===== src/qas_pkg.sv =====
package qas_pkg;

    // Upper bound on argument slots; the count field is 8 bits wide, so the
    // effective limit never goes past 256.
    localparam int MAX_SLOTS = 256;
    localparam int SLOT_CAP  = (MAX_SLOTS < 256) ? MAX_SLOTS : 256;
    localparam logic [8:0] SLOT_LIMIT = 9'(SLOT_CAP);

    localparam logic [8:0] ARG_SLOTS_RESET   = 9'd64;
    localparam logic       KEEP_QUOTES_RESET = 1'b0;

    localparam logic [1:0] CFG_ARG_SLOTS   = 2'd0;
    localparam logic [1:0] CFG_KEEP_QUOTES = 2'd1;

    localparam logic [7:0] CHAR_NUL       = 8'h00;
    localparam logic [7:0] CHAR_TAB       = 8'h09;
    localparam logic [7:0] CHAR_SPACE     = 8'h20;
    localparam logic [7:0] CHAR_DQUOTE    = 8'h22;
    localparam logic [7:0] CHAR_SQUOTE    = 8'h27;
    localparam logic [7:0] CHAR_BACKSLASH = 8'h5C;

    localparam int RESULTS_MAX = 3;

    typedef enum logic [1:0] {
        KIND_BYTE     = 2'd0,
        KIND_ARG_END  = 2'd1,
        KIND_LINE_END = 2'd2
    } kind_t;

    typedef enum logic [1:0] {
        QUOTE_NONE   = 2'd0,
        QUOTE_DOUBLE = 2'd1,
        QUOTE_SINGLE = 2'd2
    } quote_t;

    typedef struct packed {
        logic       in_argument;
        quote_t     open_quote;
        logic       escape_pending;
        logic       discarding;
        logic [7:0] argument_count;
    } line_state_t;

    typedef struct packed {
        kind_t      kind;
        logic [7:0] out_byte;
        logic [7:0] arg_index;
        logic       overflow;
        logic       last_of_run;
    } result_t;

    typedef struct packed {
        result_t [RESULTS_MAX-1:0] res;
        logic [1:0]                cnt;
    } bundle_t;

endpackage


===== src/quoted_argument_splitter_core.sv =====
// Splits a byte stream of command lines into arguments, one input byte per
// cycle while the queue has room. Each byte passes an input register, then a
// combinational decode that updates the line state and yields zero to three
// output words, which drain from a small result queue one per cycle while the
// receiver is ready. Bytes that give at most one word keep a sustained rate of
// one byte per clock while the receiver is ready; a byte that gives two or three
// words (an escape inside quotes, or a line end that closes an argument) holds
// the input until the queue is down to its last word and that word leaves.
// A byte passes the input register and then the result queue before its first
// word shows. Configuration writes (index 0 argument slots, index 1 keep-quotes)
// are always taken and must be made only while no byte is in flight.
module quoted_argument_splitter_core (
    input  logic       clk,
    input  logic       rst_n,
    input  logic       cfg_valid,
    output logic       cfg_ready,
    input  logic [1:0] cfg_index,
    input  logic [8:0] cfg_data,
    input  logic       in_valid,
    output logic       in_ready,
    input  logic [7:0] in_byte,
    output logic       out_valid,
    input  logic       out_ready,
    output logic [1:0] kind,
    output logic [7:0] out_byte,
    output logic [7:0] arg_index,
    output logic       overflow,
    output logic       last_of_run
);

    logic [8:0]           arg_slots_reg;
    logic                 keep_quotes_reg;
    logic                 in_valid_reg;
    logic [7:0]           in_byte_reg;
    qas_pkg::line_state_t state_reg;
    qas_pkg::line_state_t state_next;
    qas_pkg::bundle_t     bundle;
    qas_pkg::result_t     head;
    logic                 queue_free;
    logic                 fire;

    assign cfg_ready = 1'b1;
    assign fire      = in_valid_reg && queue_free;
    assign in_ready  = !in_valid_reg || fire;

    always_ff @(posedge clk or negedge rst_n)
    begin
        if (!rst_n)
        begin
            arg_slots_reg   <= qas_pkg::ARG_SLOTS_RESET;
            keep_quotes_reg <= qas_pkg::KEEP_QUOTES_RESET;
        end
        else if (cfg_valid)
        begin
            case (cfg_index)
                qas_pkg::CFG_ARG_SLOTS:   arg_slots_reg   <= cfg_data;
                qas_pkg::CFG_KEEP_QUOTES: keep_quotes_reg <= cfg_data[0];
                default:                  ;
            endcase
        end
    end

    always_ff @(posedge clk or negedge rst_n)
    begin
        if (!rst_n)
        begin
            in_valid_reg <= 1'b0;
            state_reg    <= '0;
        end
        else
        begin
            if (in_ready)
            begin
                in_valid_reg <= in_valid;
            end
            if (fire)
            begin
                state_reg <= state_next;
            end
        end
    end

    always_ff @(posedge clk)
    begin
        if (in_ready && in_valid)
        begin
            in_byte_reg <= in_byte;
        end
    end

    qas_decode u_decode (
        .in_byte     (in_byte_reg),
        .cur         (state_reg),
        .arg_slots   (arg_slots_reg),
        .keep_quotes (keep_quotes_reg),
        .nxt         (state_next),
        .bundle      (bundle)
    );

    qas_result_queue u_queue (
        .clk         (clk),
        .rst_n       (rst_n),
        .load        (fire),
        .load_bundle (bundle),
        .out_ready   (out_ready),
        .free        (queue_free),
        .out_valid   (out_valid),
        .head        (head)
    );

    assign kind        = head.kind;
    assign out_byte    = head.out_byte;
    assign arg_index   = head.arg_index;
    assign overflow    = head.overflow;
    assign last_of_run = head.last_of_run;

    a_line_end_last: assert property (@(posedge clk) disable iff (!rst_n)
        out_valid && kind == qas_pkg::KIND_LINE_END |-> last_of_run)
        else $error("line end is not the last word of its byte");

    a_line_end_clears: assert property (@(posedge clk) disable iff (!rst_n)
        fire && in_byte_reg == qas_pkg::CHAR_NUL |=> state_reg == '0)
        else $error("line state not cleared after line end");

    a_held_byte: assert property (@(posedge clk) disable iff (!rst_n)
        in_valid_reg && !fire |=> in_valid_reg && $stable(in_byte_reg))
        else $error("held input byte lost or changed");

    a_no_overflow_on_bytes: assert property (@(posedge clk) disable iff (!rst_n)
        out_valid && kind != qas_pkg::KIND_LINE_END |-> !overflow)
        else $error("overflow flag outside a line end");

endmodule


===== src/qas_decode.sv =====
module qas_decode (
    input  logic [7:0]           in_byte,
    input  qas_pkg::line_state_t cur,
    input  logic [8:0]           arg_slots,
    input  logic                 keep_quotes,
    output qas_pkg::line_state_t nxt,
    output qas_pkg::bundle_t     bundle
);

    function automatic qas_pkg::result_t mk_result(
        input qas_pkg::kind_t kind,
        input logic [7:0]     data,
        input logic [7:0]     idx,
        input logic           ovf
    );
        qas_pkg::result_t r;
        r.kind        = kind;
        r.out_byte    = data;
        r.arg_index   = idx;
        r.overflow    = ovf;
        r.last_of_run = 1'b0;
        return r;
    endfunction

    logic [8:0] slots;
    logic       is_blank;
    logic       at_limit;

    assign slots    = (arg_slots > qas_pkg::SLOT_LIMIT) ? qas_pkg::SLOT_LIMIT : arg_slots;
    assign is_blank = (in_byte == qas_pkg::CHAR_SPACE) || (in_byte == qas_pkg::CHAR_TAB);
    // No new argument once count + 1 reaches the slot count (covers zero slots too).
    assign at_limit = ({1'b0, cur.argument_count} + 9'd1) >= slots;

    always_comb
    begin
        qas_pkg::result_t [qas_pkg::RESULTS_MAX-1:0] res;
        logic [1:0]  cnt;
        logic        do_arg;
        logic [7:0]  close_char;
        res        = '0;
        cnt        = 2'd0;
        do_arg     = 1'b0;
        nxt        = cur;
        close_char = (cur.open_quote == qas_pkg::QUOTE_DOUBLE) ? qas_pkg::CHAR_DQUOTE
                                                               : qas_pkg::CHAR_SQUOTE;

        if (in_byte == qas_pkg::CHAR_NUL)
        begin
            if (!cur.discarding && cur.in_argument)
            begin
                // A backslash left dangling at line end comes out as a literal byte.
                if (cur.escape_pending)
                begin
                    res[cnt] = mk_result(qas_pkg::KIND_BYTE, qas_pkg::CHAR_BACKSLASH,
                                         cur.argument_count, 1'b0);
                    cnt = cnt + 2'd1;
                end
                res[cnt] = mk_result(qas_pkg::KIND_ARG_END, 8'd0, cur.argument_count, 1'b0);
                cnt = cnt + 2'd1;
                nxt.argument_count = cur.argument_count + 8'd1;
            end
            res[cnt] = mk_result(qas_pkg::KIND_LINE_END, 8'd0, nxt.argument_count,
                                 cur.discarding);
            cnt = cnt + 2'd1;
            nxt = '0;
        end
        else if (cur.discarding)
        begin
            nxt = cur;
        end
        else if (!cur.in_argument)
        begin
            if (!is_blank)
            begin
                if (at_limit)
                begin
                    nxt.discarding = 1'b1;
                end
                else
                begin
                    nxt.in_argument = 1'b1;
                    do_arg = 1'b1;
                end
            end
        end
        else
        begin
            do_arg = 1'b1;
        end

        if (do_arg)
        begin
            if (cur.escape_pending)
            begin
                nxt.escape_pending = 1'b0;
                if (cur.open_quote != qas_pkg::QUOTE_NONE &&
                    !(in_byte == close_char && !keep_quotes))
                begin
                    res[cnt] = mk_result(qas_pkg::KIND_BYTE, qas_pkg::CHAR_BACKSLASH,
                                         cur.argument_count, 1'b0);
                    cnt = cnt + 2'd1;
                end
                res[cnt] = mk_result(qas_pkg::KIND_BYTE, in_byte, cur.argument_count, 1'b0);
                cnt = cnt + 2'd1;
            end
            else if (cur.open_quote != qas_pkg::QUOTE_NONE)
            begin
                if (in_byte == close_char)
                begin
                    nxt.open_quote = qas_pkg::QUOTE_NONE;
                    if (keep_quotes)
                    begin
                        res[cnt] = mk_result(qas_pkg::KIND_BYTE, in_byte,
                                             cur.argument_count, 1'b0);
                        cnt = cnt + 2'd1;
                    end
                end
                else if (in_byte == qas_pkg::CHAR_BACKSLASH)
                begin
                    nxt.escape_pending = 1'b1;
                end
                else
                begin
                    res[cnt] = mk_result(qas_pkg::KIND_BYTE, in_byte, cur.argument_count, 1'b0);
                    cnt = cnt + 2'd1;
                end
            end
            else if (in_byte == qas_pkg::CHAR_DQUOTE || in_byte == qas_pkg::CHAR_SQUOTE)
            begin
                if (keep_quotes)
                begin
                    res[cnt] = mk_result(qas_pkg::KIND_BYTE, in_byte, cur.argument_count, 1'b0);
                    cnt = cnt + 2'd1;
                end
                nxt.open_quote = (in_byte == qas_pkg::CHAR_DQUOTE) ? qas_pkg::QUOTE_DOUBLE
                                                                   : qas_pkg::QUOTE_SINGLE;
            end
            else if (in_byte == qas_pkg::CHAR_BACKSLASH && !keep_quotes)
            begin
                nxt.escape_pending = 1'b1;
            end
            else if (is_blank)
            begin
                res[cnt] = mk_result(qas_pkg::KIND_ARG_END, 8'd0, cur.argument_count, 1'b0);
                cnt = cnt + 2'd1;
                nxt.argument_count = cur.argument_count + 8'd1;
                nxt.in_argument    = 1'b0;
            end
            else
            begin
                res[cnt] = mk_result(qas_pkg::KIND_BYTE, in_byte, cur.argument_count, 1'b0);
                cnt = cnt + 2'd1;
            end
        end

        if (cnt != 2'd0)
        begin
            res[cnt - 2'd1].last_of_run = 1'b1;
        end

        bundle.res = res;
        bundle.cnt = cnt;
    end

endmodule


===== src/qas_result_queue.sv =====
module qas_result_queue (
    input  logic              clk,
    input  logic              rst_n,
    input  logic              load,
    input  qas_pkg::bundle_t  load_bundle,
    input  logic              out_ready,
    output logic              free,
    output logic              out_valid,
    output qas_pkg::result_t  head
);

    qas_pkg::result_t [qas_pkg::RESULTS_MAX-1:0] slot_reg;
    qas_pkg::result_t [qas_pkg::RESULTS_MAX-1:0] slot_next;
    logic [1:0] rem_reg;
    logic [1:0] rem_next;
    logic       take;

    assign out_valid = (rem_reg != 2'd0);
    assign head      = slot_reg[0];
    assign take      = out_valid && out_ready;
    // A new set of words may come in once at most the last one is still held
    // and it leaves this cycle.
    assign free      = (rem_reg == 2'd0) || (rem_reg == 2'd1 && out_ready);

    always_comb
    begin
        slot_next = slot_reg;
        rem_next  = rem_reg;
        if (load)
        begin
            slot_next = load_bundle.res;
            rem_next  = load_bundle.cnt;
        end
        else if (take)
        begin
            slot_next[0] = slot_reg[1];
            slot_next[1] = slot_reg[2];
            rem_next     = rem_reg - 2'd1;
        end
    end

    always_ff @(posedge clk or negedge rst_n)
    begin
        if (!rst_n)
        begin
            rem_reg <= 2'd0;
        end
        else
        begin
            rem_reg <= rem_next;
        end
    end

    always_ff @(posedge clk)
    begin
        slot_reg <= slot_next;
    end

    a_last_means_empty: assert property (@(posedge clk) disable iff (!rst_n)
        out_valid && !head.last_of_run |-> rem_reg >= 2'd2)
        else $error("word not marked last but nothing follows it");

    a_no_overrun: assert property (@(posedge clk) disable iff (!rst_n)
        load |-> rem_reg == 2'd0 || (rem_reg == 2'd1 && take))
        else $error("new words loaded over pending ones");

endmodule


===== config.mk =====
export PLATFORM = sky130hd
export DESIGN_NAME = quoted_argument_splitter_core
export DESIGN_NICKNAME = d
export VERILOG_FILES = /design/src/qas_pkg.sv /design/src/quoted_argument_splitter_core.sv /design/src/qas_decode.sv /design/src/qas_result_queue.sv
export SDC_FILE = /design/constraint.sdc
export NUM_CORES = 1
export LEC_CHECK = 0
export ABC_AREA = 0
export BUFFER_PORTS_ARGS = -buffer_cell sky130_fd_sc_hd__buf_2
export CAP_MARGIN = 15
export CORE_MARGIN = 2
export CORE_UTILIZATION = 41
export CTS_CLUSTER_DIAMETER = 100
export CTS_CLUSTER_SIZE = 14
export DETAILED_ROUTE_END_ITERATION = 7
export PLACE_DENSITY_LB_ADDON = 0.2
export SLEW_MARGIN = 25
export SYNTH_ARGS = -nofsm -noshare
export SYNTH_HDL_FRONTEND = slang
export SYNTH_SLANG_ARGS = --single-unit

===== constraint.sdc =====
create_clock -name clk -period 5.3 [get_ports clk]
set_input_delay 1.06 -clock clk [delete_from_list [all_inputs] [get_ports clk]]
set_output_delay 1.06 -clock clk [all_outputs]
set_load 0.02 [all_outputs]

==> results of run 1 <==
final cells by class:
class / instances / share of cell area, %
clock buffers: 9 / 3.73
well taps: 176 / 3.64
inverters: 15 / 0.932
repair buffers: 51 / 4.47
flip-flops and latches: 94 / 44.6
multi-input cells: 396 / 41.4
clock inverters: 7 / 1.20
layer usage:
layer  up-vias  routed length (um)  share of wire, %  track usage, %
met4         0                 270               2.1            7.28
met5         -                   0                 0               0
met3        19                 867               6.6            4.37
met1      1993                6140                47            27.2
met2       161                5840                45            28.0
li1       2065                   -                 -               -
worst max-delay path: cells and delay by family (launching register included):
kind / cells / cell delay (ns)
AO/OA/AOI/OAI: 6 / 2.28
XOR/XNOR: 1 / 0.18
adder cells (fa/ha/maj): 2 / 0.69
flip-flops: 1 / 0.59
AND/OR/NAND/NOR: 3 / 0.67
metrics by stage:
step	util [%]	cell area, sq um	hold WS [ns]	instances	total power [mW]
detailed placement	43.5	5740	0.500	732	2.43
finish	45.8	6040	0.507	748	3.06
floorplan	-	5510	0.473	555	2.19
global route	45.8	6040	0.524	748	3.26
global placement	43.5	5740	0.489	732	2.40
CTS	45.8	6040	0.515	748	3.08
layout by cell type (no fill, tap or decap), drive strengths merged, types with 7 or more instances in the layout:
master and instances:
dfrtp 25, o31ai 13, edfxtp 68, inv 15
nor2b 7, a21o 7, mux2 10, a22o 8
nand3 16, nor2 31, xnor2 7, a31oi 11
clkbuf 9, and3 12, a21oi 36, o21ai 52
buf 51, nand2 79, ha 18
kinds of logic (layout without fill, tap and decap cells):
family                     Yosys count  after routing  synth area share [%]
and+or+nand+nor                    188            188                  16.5
AOI/OAI and AO/OA                  165            165                  20.4
DFF                                 94             94                  48.9
buffers and inverters               65             82                  5.83
adders and majority gates           18             18                  4.09
muxes                               12             12                  2.41
xor gates and xnor gates            11             11                  1.75
other                                2              2                 0.136
power by group through the flow:
stage / Combinational [mW] / Sequential (mW) / Clock (mW)
CTS: 1.11 / 1.31 / 0.669
global placement: 1.09 / 1.31 / 0
floorplan: 0.905 / 1.29 / 0
global route: 1.22 / 1.34 / 0.696
finish: 1.10 / 1.31 / 0.653
detailed placement: 1.10 / 1.32 / 0
worst max path at each step:
stage,startpoint,to,cells past startpoint
5_1_grt,state_reg[0]$_DFFE_PN0P_,u_queue.slot_reg[48]$_DFFE_PP_,12
3_5_place_dp,state_reg[0]$_DFFE_PN0P_,u_queue.slot_reg[37]$_DFFE_PP_,12
2_1_floorplan,in_byte_reg[4]$_DFFE_PP_,u_queue.slot_reg[23]$_DFFE_PP_,15
4_1_cts,state_reg[0]$_DFFE_PN0P_,u_queue.slot_reg[37]$_DFFE_PP_,12
3_3_place_gp,state_reg[0]$_DFFE_PN0P_,u_queue.head[17]$_DFFE_PP_,12
6_report,state_reg[0]$_DFFE_PN0P_,u_queue.slot_reg[37]$_DFFE_PP_,12
==> flow_summary.ini, run 1 <==
[clock_network]
clk_pin_slew_worst_paths_ns = 0.07
cts_hold_buffers = 0
post_cts_resized = 0
root_buffer = clkbuf_16
clock_path_buffers = 2
cts_setup_buffers = 0
cts_buffers = 9
tritoncts = yes
cts_num_sinks = 94
clkLatencyLatePin_ns = 0.35
htreeDepth = 3

[floorplan]
io_pins = 47
die_w_um = 120
coreArea_sq_mm = 0.0132
die_area_sq_mm = 0.0144
initial_core_util_pct = 41.8
num_rows = 42
die_y_um = 120

[job]
maxCapViolations = 0

[power]
switching_share_pct = 38.0
p_int_mw = 1.90
pwr-share-seq_pct = 42.7
pwr-share-comb_pct = 36.0
p_leak_nw = 2.44
ir_worst_vdd_mv = 0.153
powerDensity_mw_per_mm2 = 507
net-switching-power_mw = 1.16
p_clk_share_pct = 21.3

[sta]
setup_violations = 0
slew_headroom_pct = 37.1
fin_crit_sh_pct = 86.8
fin_worst_skew_ns = 0.00509
hold_viol_final = 0
tns_ns = 0
rsz0062_at_grt = false
fmax_ghz = 0.217
fin_ws_ns = 0.701
drv_slew = 0
worst_pin_slew_ns = 0.938
min_period_ns = 4.60

[yosys]
synth-edff-count = 68
yosys-top-cells-count = nand2_1 (78), edfxtp_1 (68), o21ai_0 (47), a21oi_1 (35), nor2_1 (31)
synth_ff_type = edfxtp_1
syn_nets = 597
ys.warnings.count = 0
ys_types = 69
syn_avg_cell_area_sq_um = 9.93
synth.area.top_cells = edfxtp_1 (37%), dfrtp_1 (11%), nand2_1 (5.3%)
ys_ff_latch = 94
synth_area_sq_mm = 0.00551
synth_top_area_cell = edfxtp_1
synth-async-reset-ratio_pct = 27.7
netlist.area_leader.share_pct = 37.0
synth_most_common_cell = nand2_1
synthCells = 555
yosysSeqAreaShare_pct = 48.9

[final_layout]
area_delta_synth_final_pct = 9.60
diodes = 0
largest_reg_flops = 40
final_nets = 609
multi_input_area_sq_mm = 0.00250
fillers = 1236
drive_above_1_share_pct = 17.0
seq_area_sq_mm = 0.00269

[setup_path]
crit_required_ns = 5.47
cp_common_cell = ha_1
start_kind = flop
slowest_delay_ns = 0.68
crit_arrival_ns = 4.77
crit_fanout = 13
path_cells = ha_1 > and3_1 > nand3_1 > xnor2_1 > ha_1 > a21o_1 > a221oi_1 > o21ai_0 > a2111o_2 > a21oi_1 > nand2_1 > o31ai_1
ff2ff_path_depth = 12
reg2reg_from = state_reg[0]$_DFFE_PN0P_
crit_type = flop to flop
rr_endpoint = u_queue.slot_reg[37]$_DFFE_PP_
cp_slowest_cell = a21oi_1
crit_path_end_kind = flop
rrSetupSlack_ns = 0.70

[hold_path]
hp-class = flop to flop
min_from = arg_slots_reg[3]$_DFFE_PN0P_
hold_depth = 1
min_to = arg_slots_reg[3]$_DFFE_PN0P_

[drt]
drc = 0
viasPerCell = 5.67
dr_total_vias = 4238
wire_per_inst_um = 17.5
antenna_left = 0
drt_iter0_drc = 494
drt_wl_total_um = 13100
firstDrtPassIters = 5

[place]
post-dp-hpwl_um = 9280
numPortBuffers = 45
gp_congestion = 0.924
dp_slack_ns = 0.803

[global_routing]
grt.overflow.total = 0
track_usage_pct = 19.0
grt_pass1_vias = 3997
grt_max_degree = 49
antenna_found_initial = 0
grt_first_pass_wirelength_um = 21400

[outcome]
status = finished clean
(Power assumes the default switching activity.)
==> inputs of run 2 (changes only) <==
--- a/config.mk
+++ b/config.mk
@@ -8,13 +8,14 @@
 export ABC_AREA = 0
 export BUFFER_PORTS_ARGS = -buffer_cell sky130_fd_sc_hd__buf_2
 export CAP_MARGIN = 15
+export CORE_ASPECT_RATIO = 1.4
 export CORE_MARGIN = 2
 export CORE_UTILIZATION = 41
+export CTS_BUF_LIST = sky130_fd_sc_hd__clkbuf_8
 export CTS_CLUSTER_DIAMETER = 100
 export CTS_CLUSTER_SIZE = 14
 export DETAILED_ROUTE_END_ITERATION = 7
 export PLACE_DENSITY_LB_ADDON = 0.2
-export SLEW_MARGIN = 25
 export SYNTH_ARGS = -nofsm -noshare
 export SYNTH_HDL_FRONTEND = slang
 export SYNTH_SLANG_ARGS = --single-unit
==> flow_summary.ini, run 2 (synthesis gave the netlist of run 1 again) <==
[global_routing]
grt_pass1_vias = 4171
track_usage_pct = 19.7
grt_max_degree = 49
grt.overflow.total = 0
grt_first_pass_wirelength_um = 21900
antenna_found_initial = 0

[power]
powerDensity_mw_per_mm2 = 487
ir_worst_vdd_mv = 0.240
p_leak_nw = 2.40

[hold_path]
hp-class = flop to flop

[clock_network]
clock_path_buffers = 2
clkLatencyLatePin_ns = 0.38
cts_buffers = 9
cts_num_sinks = 94
cts_hold_buffers = 0
root_buffer = clkbuf_8
cts_setup_buffers = 0
post_cts_resized = 0
htreeDepth = 3
tritoncts = yes
clk_pin_slew_worst_paths_ns = 0.09

[place]
dpl.cell_count = 739
dp_slack_ns = 0.986
post-dp-hpwl_um = 9580
gp_congestion = 0.962
numPortBuffers = 45

[floorplan]
coreArea_sq_mm = 0.0133
die_w_um = 102
io_pins = 47
num_rows = 50
die_y_um = 141
initial_core_util_pct = 41.6
die_area_sq_mm = 0.0144

[final_layout]
mostFrequentLayoutCell = nand2_1
drive_above_1_share_pct = 16.9
area_delta_synth_final_pct = 7.94
largest_reg_flops = 40
final_cell_mix = nand2_1 (78), edfxtp_1 (68), o21ai_0 (47), buf_2 (46), a21oi_1 (35)
final_nets = 611
fillers = 1309
final_cells = 756
diodes = 0

[job]
maxCapViolations = 0

[setup_path]
crit_fanout = 13
critPathTopFamily = compound AO/OA/AOI/OAI gates
cp_common_cell = ha_1
start_kind = flop
slowest_delay_ns = 0.62
crit_path_end_kind = flop
crit_type = flop to flop
path_cells = ha_1 > and3_1 > nand3_1 > xnor2_1 > ha_1 > a21o_1 > a221oi_1 > o21ai_0 > a2111o_2 > a211oi_1 > nor2_1 > o31ai_1
crit_arrival_ns = 4.60
crit_required_ns = 5.51
cp.buffers_inverters = 0
cp_slowest_cell = dfrtp_1

[drt]
drc = 0
drt_iter0_drc = 461
drt_wl_total_um = 13600
antenna_left = 0
firstDrtPassIters = 5
dr_total_vias = 4361
wire_per_inst_um = 18.0
viasPerCell = 5.77

[sta]
setup_violations = 0
worst_pin_slew_ns = 1.03
slew_headroom_pct = 31.5
hold_viol_final = 0
fin_worst_skew_ns = 0.0102
drv_slew = 0
tns_ns = 0
rsz0062_at_grt = false
fin_ws_ns = 0.908
fin_crit_sh_pct = 82.9
timing.hold.ws_ns = 0.513
min_period_ns = 4.39
fmax_ghz = 0.228

[outcome]
status = finished clean
[run 2: changes by cell type in the layout (fill, tap and decap cells not counted), sizes merged]
cell  delta
buf      +2
[run 2: path summary, 6_finish.rpt]
| path | startpoint | endpoint | slack [ns] | depth (start not counted) |
|---|---|---|---|---|
| setup reg to reg | state_reg[0]$_DFFE_PN0P_ | u_queue.slot_reg[23]$_DFFE_PP_ | 0.91 | 12 |
| setup / recovery | state_reg[0]$_DFFE_PN0P_ | u_queue.slot_reg[23]$_DFFE_PP_ | 0.91 | 12 |
| max in group asynchronous | rst_n | state_reg[2]$_DFFE_PN0P_ | 4.18 | 1 |
| min in group asynchronous | rst_n | state_reg[10]$_DFFE_PN0P_ | 0.70 | 1 |
| hold reg to reg | arg_slots_reg[0]$_DFFE_PN0P_ | arg_slots_reg[0]$_DFFE_PN0P_ | 0.51 | 1 |
| hold / removal | arg_slots_reg[0]$_DFFE_PN0P_ | arg_slots_reg[0]$_DFFE_PN0P_ | 0.51 | 1 |
[run 2: power by group]
part           internal [mW]  total, mW  switching (mW)
clock                  0.215      0.476           0.261
sequential              1.18       1.30           0.124
combinational          0.358       1.12           0.762
total                   1.75       2.90            1.15
[run 2: worst register-to-register path, delay by kind of cell (launching register included)]
| kind | cells | cell delay (ns) |
|---|---|---|
| xor gates and xnor gates | 1 | 0.19 |
| DFF | 1 | 0.62 |
| and+or+nand+nor | 3 | 0.64 |
| AOI/OAI and AO/OA | 6 | 2.11 |
| adders and majority gates | 2 | 0.68 |
[run 2: final cells by class]
class / instances / area (sq um) / share of cell area, %
Sequential cell: 94 / 2690 / 45.3
Multi-Input combinational cell: 396 / 2500 / 42.0
Timing Repair Buffer: 53 / 283 / 4.75
Tap cell: 182 / 228 / 3.83
Clock buffer: 9 / 124 / 2.08
Clock inverter: 7 / 66.3 / 1.11
Inverter: 15 / 56.3 / 0.946
[run 2: per-stage QoR]
step                util (%)  area (sq um)  power (mW)
global placement        43.4          5760        2.42
finish                  44.9          5950        2.90
CTS                     44.8          5950        2.91
global route            44.9          5950        3.10
detailed placement      43.4          5760        2.44
floorplan                  -          5510        2.19
[run 2: layer usage]
metal | global-route usage, % | up-vias | routed length (um) | share of wire, %
met2 | 30.1 | 162 | 6360 | 47
met4 | 9.54 | 0 | 398 | 2.9
met5 | 0 | - | 0 | 0
met1 | 27.3 | 2103 | 6220 | 46
li1 | - | 2067 | - | -
met3 | 2.73 | 29 | 658 | 4.8
